**config.mk**
```make
export PLATFORM = sky130hd
export DESIGN_NAME = mgva_ctrl
export DESIGN_NICKNAME = d
export VERILOG_FILES = /design/src/hw/rtl/mgva_pkg.sv /design/src/hw/rtl/mgva_ctrl.sv
export SDC_FILE = /design/constraint.sdc
export NUM_CORES = 1
export LEC_CHECK = 0
export ABC_AREA = 1
export BUFFER_PORTS_ARGS = -buffer_cell sky130_fd_sc_hd__buf_2
export CORE_ASPECT_RATIO = 0.75
export CORE_MARGIN = 1.5
export CORE_UTILIZATION = 40
export CTS_CLUSTER_SIZE = 30
export DETAILED_ROUTE_END_ITERATION = 10
export GPL_ROUTABILITY_DRIVEN = 0
export SLEW_MARGIN = 20
export SYNTH_ARGS = -nofsm -noshare
export SYNTH_HDL_FRONTEND = slang
export SYNTH_SLANG_ARGS = --single-unit
export TNS_END_PERCENT = 30
```
**constraint.sdc**
```tcl
create_clock -name clk_i -period 1.9 [get_ports clk_i]
set_clock_uncertainty 0.1 [all_clocks]
set_input_delay 0.19 -clock clk_i [delete_from_list [all_inputs] [get_ports clk_i]]
set_output_delay 0.19 -clock clk_i [all_outputs]
set_load 0.03 [all_outputs]
```
**src/hw/rtl/mgva_pkg.sv**
```systemverilog
// shared types, constants and helper functions for the velocity advection block
package mgva_pkg;

  // grid geometry: 64 x 64 cells, two banks
  localparam int GRID_BITS = 6;
  localparam int ADDR_W    = 2 * GRID_BITS + 1;
  localparam int MEM_DEPTH = 1 << ADDR_W;

  // field widths
  localparam int VEL_W = 32;
  localparam int CS_W  = 8;
  localparam int TS_W  = 31;

  // one half in Q16.16
  localparam logic signed [32:0] HALF_Q = 33'sd32768;

  // item operations
  typedef enum logic [1:0] {
    OP_WRITE  = 2'd0,
    OP_ADVECT = 2'd1,
    OP_READ   = 2'd2,
    OP_SWAP   = 2'd3
  } op_e;

  // configuration register indexes
  localparam logic CFG_CELL_SIZE = 1'b0;
  localparam logic CFG_TIME_STEP = 1'b1;

  // datapath commands
  typedef enum logic [4:0] {
    DP_NOP,
    DP_LATCH,
    DP_WRITE,
    DP_SWAP,
    DP_RD_ADDR,
    DP_RD_OUT,
    DP_INIT_A,
    DP_INIT_B,
    DP_FIN_A,
    DP_FIN_B,
    DP_DIVX_GO,
    DP_DIVX_WAIT,
    DP_DIVY_GO,
    DP_DIVY_WAIT,
    DP_LOAD,
    DP_BLEND,
    DP_MID,
    DP_END,
    DP_WB
  } dp_op_e;

  // controller states
  typedef enum logic [3:0] {
    ST_IDLE,
    ST_DECODE,
    ST_WRITE,
    ST_SWAP,
    ST_RD_ADDR,
    ST_RD_DATA,
    ST_INIT,
    ST_FIN,
    ST_DIVX_GO,
    ST_DIVX_WAIT,
    ST_DIVY_GO,
    ST_DIVY_WAIT,
    ST_LOAD,
    ST_BLEND,
    ST_MUL,
    ST_WB
  } ctrl_state_e;

  // command from controller to datapath
  typedef struct packed {
    dp_op_e     op;
    logic [2:0] step;
    logic       comp;
    logic       trace;
  } dp_cmd_t;

  // status from datapath to controller
  typedef struct packed {
    op_e  item_op;
    logic div_done;
  } dp_stat_t;

  // saturate a wide signed value to 32 bits
  function automatic logic signed [31:0] sat32(input logic signed [49:0] v);
    logic signed [31:0] r;
    if ((v[49:31] == '0) || (v[49:31] == '1)) begin
      r = v[31:0];
    end else if (v[49]) begin
      r = 32'sh8000_0000;
    end else begin
      r = 32'sh7FFF_FFFF;
    end
    return r;
  endfunction

  // base + product / 65536, rounded half up
  function automatic logic signed [31:0] blend_rnd(input logic signed [31:0] base,
                                                   input logic signed [49:0] prod);
    logic signed [49:0] s;
    s = {{2{base[31]}}, base, 16'b0} + prod + 50'sd32768;
    return s[47:16];
  endfunction

endpackage

```
**src/hw/rtl/mgva_ctrl.sv**
```systemverilog
// controller state machine sequencing the advect, read, write and swap items
module mgva_ctrl
  import mgva_pkg::*;
(
  input  logic     clk_i,
  input  logic     rst_ni,
  input  logic     start,
  output logic     busy,
  output dp_cmd_t  cmd_o,
  input  dp_stat_t stat_i
);

  localparam logic [1:0] PASS_ORIGIN = 2'd0;
  localparam logic [1:0] PASS_MID    = 2'd1;
  localparam logic [1:0] PASS_FINAL  = 2'd2;

  ctrl_state_e state_q, state_d;
  logic [2:0]  step_q, step_d;
  logic [1:0]  pass_q, pass_d;
  logic        trace_q, trace_d;
  logic        comp_q, comp_d;

  // state registers
  always_ff @(posedge clk_i or negedge rst_ni) begin
    if (!rst_ni) begin
      state_q <= ST_IDLE;
      step_q  <= '0;
      pass_q  <= PASS_ORIGIN;
      trace_q <= 1'b0;
      comp_q  <= 1'b0;
    end else begin
      state_q <= state_d;
      step_q  <= step_d;
      pass_q  <= pass_d;
      trace_q <= trace_d;
      comp_q  <= comp_d;
    end
  end

  // next state and commands
  always_comb begin
    state_d = state_q;
    step_d  = step_q;
    pass_d  = pass_q;
    trace_d = trace_q;
    comp_d  = comp_q;
    cmd_o.op    = DP_NOP;
    cmd_o.step  = step_q;
    cmd_o.comp  = comp_q;
    cmd_o.trace = trace_q;
    unique case (state_q)
      ST_IDLE: begin
        if (start) begin
          cmd_o.op = DP_LATCH;
          state_d  = ST_DECODE;
        end
      end
      ST_DECODE: begin
        unique case (stat_i.item_op)
          OP_WRITE:  state_d = ST_WRITE;
          OP_SWAP:   state_d = ST_SWAP;
          OP_READ:   state_d = ST_RD_ADDR;
          OP_ADVECT: begin
            trace_d = 1'b0;
            pass_d  = PASS_ORIGIN;
            state_d = ST_INIT;
          end
        endcase
      end
      ST_WRITE: begin
        cmd_o.op = DP_WRITE;
        state_d  = ST_IDLE;
      end
      ST_SWAP: begin
        cmd_o.op = DP_SWAP;
        state_d  = ST_IDLE;
      end
      ST_RD_ADDR: begin
        cmd_o.op = DP_RD_ADDR;
        state_d  = ST_RD_DATA;
      end
      ST_RD_DATA: begin
        cmd_o.op = DP_RD_OUT;
        state_d  = ST_IDLE;
      end
      ST_INIT: begin
        cmd_o.op = trace_q ? DP_INIT_B : DP_INIT_A;
        state_d  = ST_DIVX_GO;
      end
      ST_FIN: begin
        cmd_o.op = trace_q ? DP_FIN_B : DP_FIN_A;
        state_d  = ST_DIVX_GO;
      end
      ST_DIVX_GO: begin
        cmd_o.op = DP_DIVX_GO;
        state_d  = ST_DIVX_WAIT;
      end
      ST_DIVX_WAIT: begin
        cmd_o.op = DP_DIVX_WAIT;
        if (stat_i.div_done) state_d = ST_DIVY_GO;
      end
      ST_DIVY_GO: begin
        cmd_o.op = DP_DIVY_GO;
        state_d  = ST_DIVY_WAIT;
      end
      ST_DIVY_WAIT: begin
        cmd_o.op = DP_DIVY_WAIT;
        if (stat_i.div_done) begin
          // final pass samples only the component its trace feeds
          comp_d  = (pass_q == PASS_FINAL) && trace_q;
          step_d  = '0;
          state_d = ST_LOAD;
        end
      end
      ST_LOAD: begin
        cmd_o.op = DP_LOAD;
        if (step_q == 3'd4) begin
          step_d  = '0;
          state_d = ST_BLEND;
        end else begin
          step_d = step_q + 3'd1;
        end
      end
      ST_BLEND: begin
        cmd_o.op = DP_BLEND;
        if (step_q == 3'd5) begin
          step_d = '0;
          if (!comp_q && (pass_q != PASS_FINAL)) begin
            comp_d  = 1'b1;
            state_d = ST_LOAD;
          end else if (pass_q != PASS_FINAL) begin
            state_d = ST_MUL;
          end else if (!trace_q) begin
            trace_d = 1'b1;
            state_d = ST_FIN;
          end else begin
            state_d = ST_WB;
          end
        end else begin
          step_d = step_q + 3'd1;
        end
      end
      ST_MUL: begin
        cmd_o.op = (pass_q == PASS_ORIGIN) ? DP_MID : DP_END;
        if (step_q == 3'd4) begin
          step_d = '0;
          if (pass_q == PASS_ORIGIN) begin
            pass_d  = PASS_MID;
            state_d = ST_DIVX_GO;
          end else if (!trace_q) begin
            trace_d = 1'b1;
            pass_d  = PASS_ORIGIN;
            state_d = ST_INIT;
          end else begin
            trace_d = 1'b0;
            pass_d  = PASS_FINAL;
            state_d = ST_FIN;
          end
        end else begin
          step_d = step_q + 3'd1;
        end
      end
      ST_WB: begin
        cmd_o.op = DP_WB;
        state_d  = ST_IDLE;
      end
    endcase
  end

  assign busy = (state_q != ST_IDLE);

  // an accepted word is decoded next
  a_accept: assert property (@(posedge clk_i) disable iff (!rst_ni)
    (start && !busy) |=> (state_q == ST_DECODE))
    else $error("accepted word not decoded");

  // load and blend counters stay in range
  a_load_step: assert property (@(posedge clk_i) disable iff (!rst_ni)
    (state_q == ST_LOAD) |-> (step_q <= 3'd4))
    else $error("load step out of range");

  a_blend_step: assert property (@(posedge clk_i) disable iff (!rst_ni)
    (state_q == ST_BLEND || state_q == ST_MUL) |-> (step_q <= 3'd5))
    else $error("blend step out of range");

  // write-back returns to idle
  a_wb_idle: assert property (@(posedge clk_i) disable iff (!rst_ni)
    (state_q == ST_WB) |=> (state_q == ST_IDLE))
    else $error("write-back did not finish");

endmodule

```
==> run_summary.xml <==
<?xml version="1.0" encoding="UTF-8"?>
<metrics>
  <group name="status">
    <metric name="run_status" unit="">finished clean</metric>
  </group>
  <group name="setup_path">
    <metric name="worstSetupPathType" unit="">reg -&gt; out</metric>
    <metric name="cp.arrival" unit="ns">1.53</metric>
    <metric name="path_cells" unit="">inv_2, nand2_1, nor2_4, nand2_1, o2111ai_1, buf_4</metric>
    <metric name="critical_path.top_delay_family" unit="">flip-flops</metric>
    <metric name="cpMostUsedCell" unit="">sky130_fd_sc_hd__nand2_1</metric>
    <metric name="cp_slowest_cell" unit="">sky130_fd_sc_hd__dfrtp_2</metric>
    <metric name="cpPeakStageDelay" unit="ns">0.47</metric>
    <metric name="worstSetupEndpointType" unit="">output pin</metric>
    <metric name="top_fanout_value_on_the_critical_path" unit="">8</metric>
    <metric name="critical_path.n_buffers_inverters" unit="">2</metric>
    <metric name="start_kind" unit="">register</metric>
    <metric name="crit_required" unit="ns">1.61</metric>
  </group>
  <group name="sta">
    <metric name="worst_slew_pin_slew" unit="ns">0.308</metric>
    <metric name="hold_viol_final" unit="">0</metric>
    <metric name="final.min_clock_period" unit="ns">1.82</metric>
    <metric name="timing.hold.ws" unit="ns">0.214</metric>
    <metric name="timing.fmax" unit="MHz">550</metric>
    <metric name="final_worst_path_period_share" unit="%">95.7</metric>
    <metric name="rsz0062_at_grt" unit="">false</metric>
    <metric name="fin_setup_tns" unit="ns">0</metric>
    <metric name="timing.slew.headroom" unit="%">79.4</metric>
    <metric name="final-max-slew-violation-count" unit="">0</metric>
    <metric name="timing.final.setup_violations" unit="">0</metric>
  </group>
  <group name="finish">
    <metric name="n_antenna_cell" unit="">0</metric>
    <metric name="drive_gt1_share" unit="%">24.5</metric>
    <metric name="final_nets" unit="">197</metric>
    <metric name="area_delta_synth_final" unit="%">14.0</metric>
  </group>
  <group name="yosys">
    <metric name="syn_inst" unit="">166</metric>
    <metric name="post_synth_num_cell_types" unit="">26</metric>
    <metric name="synth_largest_type_area_fraction" unit="%">25.5</metric>
    <metric name="yosysSeqAreaShare" unit="%">25.5</metric>
    <metric name="netlist_area" unit="mm^2">0.00108</metric>
    <metric name="synth.largest_area_cell" unit="">sky130_fd_sc_hd__dfrtp_1</metric>
    <metric name="main_flop_type_after_synthesis" unit="">sky130_fd_sc_hd__dfrtp_1</metric>
    <metric name="synth_commonest_cells" unit="">sky130_fd_sc_hd__nand2_1 (50), sky130_fd_sc_hd__inv_1 (24), sky130_fd_sc_hd__nand3_1 (16)</metric>
    <metric name="syn_area_per_cell" unit="um^2">6.51</metric>
    <metric name="synth_fp_nets" unit="">178</metric>
    <metric name="ys_async_sr_fraction" unit="%">100</metric>
    <metric name="ys_seq_elements" unit="">11</metric>
    <metric name="yosys_warnings" unit="">0</metric>
    <metric name="synth_edf_count" unit="">0</metric>
    <metric name="count_leader_synth" unit="">sky130_fd_sc_hd__nand2_1</metric>
    <metric name="synthTopCellsByArea" unit="">sky130_fd_sc_hd__dfrtp_1 (25%), sky130_fd_sc_hd__nand2_1 (17%), sky130_fd_sc_hd__inv_1 (8.3%)</metric>
  </group>
  <group name="cts">
    <metric name="tritoncts_num_sinks" unit="">11</metric>
    <metric name="tritoncts" unit="">yes</metric>
    <metric name="post_cts_buffers" unit="">0</metric>
    <metric name="tritoncts.num_buffers" unit="">3</metric>
    <metric name="clkTransAtPathRegs" unit="ns">0.08</metric>
    <metric name="cts_htree_levels" unit="">1</metric>
    <metric name="cts_max_path_buffers" unit="">2</metric>
    <metric name="clock_latency" unit="ns">0.27</metric>
    <metric name="cts-root-buf" unit="">sky130_fd_sc_hd__clkbuf_4</metric>
  </group>
  <group name="flow_run">
    <metric name="drv_cap" unit="">0</metric>
  </group>
  <group name="floorplanning">
    <metric name="fp-row-count" unit="">16</metric>
    <metric name="die-area" unit="mm^2">0.00303</metric>
    <metric name="top_level_ports" unit="">17</metric>
    <metric name="die-width" unit="um">63.0</metric>
    <metric name="placeableCoreArea" unit="mm^2">0.00258</metric>
    <metric name="initial_core_utilization" unit="%">41.9</metric>
    <metric name="die-height" unit="um">48.0</metric>
  </group>
  <group name="global_routing">
    <metric name="grt_max_degree" unit="">12</metric>
    <metric name="number_of_global_route_vias_before_repair" unit="">993</metric>
    <metric name="antenna_found_initial" unit="">0</metric>
    <metric name="global_route.overflow_total" unit="">0</metric>
    <metric name="wire_length_of_the_first_global_routing_pass" unit="mm">4.33</metric>
    <metric name="grtUsageTotal" unit="%">18.7</metric>
  </group>
  <group name="pwr">
    <metric name="power.ir.vdd_worst" unit="mV">0.643</metric>
    <metric name="power_density" unit="mW/mm^2">1450</metric>
    <metric name="leakage" unit="uW">0.000706</metric>
  </group>
  <group name="drt">
    <metric name="detail_route.wl_per_cell" unit="um">12.0</metric>
    <metric name="detailedRoute.firstIterationViolations" unit="">47</metric>
    <metric name="drc" unit="">0</metric>
    <metric name="wl" unit="mm">2.65</metric>
    <metric name="num_vias" unit="">1122</metric>
    <metric name="post_drt_via_cell_ratio" unit="">5.10</metric>
    <metric name="dr.pass1.iters" unit="">4</metric>
    <metric name="antenna_left" unit="">0</metric>
  </group>
  <group name="min_path">
    <metric name="hold_path_class" unit="">in -&gt; async</metric>
  </group>
  <group name="placement">
    <metric name="buffer_ports.inserted" unit="">16</metric>
    <metric name="hpwl" unit="mm">2.12</metric>
  </group>
</metrics>
-- layout by cell type, fill, tap and decap left out, types with 2 or more instances in the layout --
master                      n
sky130_fd_sc_hd__nand2_1   50
sky130_fd_sc_hd__inv_1     23
sky130_fd_sc_hd__nand3_1   16
sky130_fd_sc_hd__buf_2     15
sky130_fd_sc_hd__nor2_1    13
sky130_fd_sc_hd__o21ai_1    7
sky130_fd_sc_hd__dfrtp_1    7
sky130_fd_sc_hd__ha_1       6
sky130_fd_sc_hd__nor2_2     5
sky130_fd_sc_hd__a21oi_1    4
sky130_fd_sc_hd__dfrtp_2    4
sky130_fd_sc_hd__inv_2      3
sky130_fd_sc_hd__nor2_4     3
sky130_fd_sc_hd__nand2_2    3
sky130_fd_sc_hd__nand4_1    3
sky130_fd_sc_hd__clkbuf_4   3
sky130_fd_sc_hd__inv_4      2
sky130_fd_sc_hd__xor2_1     2
sky130_fd_sc_hd__nand3_2    2
sky130_fd_sc_hd__nand3b_1   2
sky130_fd_sc_hd__buf_4      2
-- per-stage QoR --
stage          power, uW  util (%)  cell area, um^2  worst slack (ns)  std cells
2_1_floorplan       1320         -             1080             0.274        166
3_3_place_gp        1570      45.9             1190             0.290        215
3_5_place_dp        1580      45.9             1190             0.247        215
4_1_cts             1760      47.3             1220           0.00805        220
5_1_grt             1940      47.7             1230           0.00120        220
6_report            1790      47.7             1230            0.0823        220
-- layer usage --
layer	part of all wire [%]	track usage [%]	vias up
met4	0.64	2.67	0
li1	-	-	558
met3	5.6	5.18	2
met1	50	25.4	533
met5	0	0	-
met2	44	31.1	29
-- cell families after synthesis --
family | share of synthesized area [%]
DFF | 25.5
AOI/OAI and AO/OA | 8.80
adders and majority gates | 6.94
and+or+nand+nor | 44.7
buffers and inverters | 12.5
xor gates and xnor gates | 1.62
-- power breakdown --
group	switching [uW]	internal, uW	leakage [uW]	total (uW)
Combinational	804	368	0.000551	1170
Clock	83.8	81.3	0.0000150	165
Sequential	135	314	0.000140	449
Total	1020	764	0.000706	1790
-- final timing paths --
path,from,endpoint,slack [ns],cells after the start
min reg2reg,comp_q,comp_q,0.43,2
max reg2reg,step_q[0],state_q[2],0.35,8
max in group asynchronous,rst_ni,state_q[3],1.24,2
min in group clk_i,stat_i[0],step_q[1],0.29,6
max,state_q[0],cmd_o[5],0.08,6
min,rst_ni,comp_q,0.21,2
-- flip-flops by register name (all words and copies together) (netlist names) --
register and flops:
state_q 4, step_q 3, pass_q 2, comp_q 1
trace_q 1
-- what timing repair did --
item | in CTS | in global routing
hold endpoints to repair | 11 | 0
pin swaps | 0 | 0
endpoints found under the setup margin | 1 | 2
resized for setup | 1 | 7
hold buffers | 1 | 0
-- layout make-up --
type                    count  area [um^2]
multi-input cells         123          671
clock buffers               4         26.3
inverters                  28          110
fillers                   265         1350
flip-flops and latches     11          280
well taps                  36         45.0
repair buffers             18          100
No activity file was read; power rests on OpenSTA's default activity.
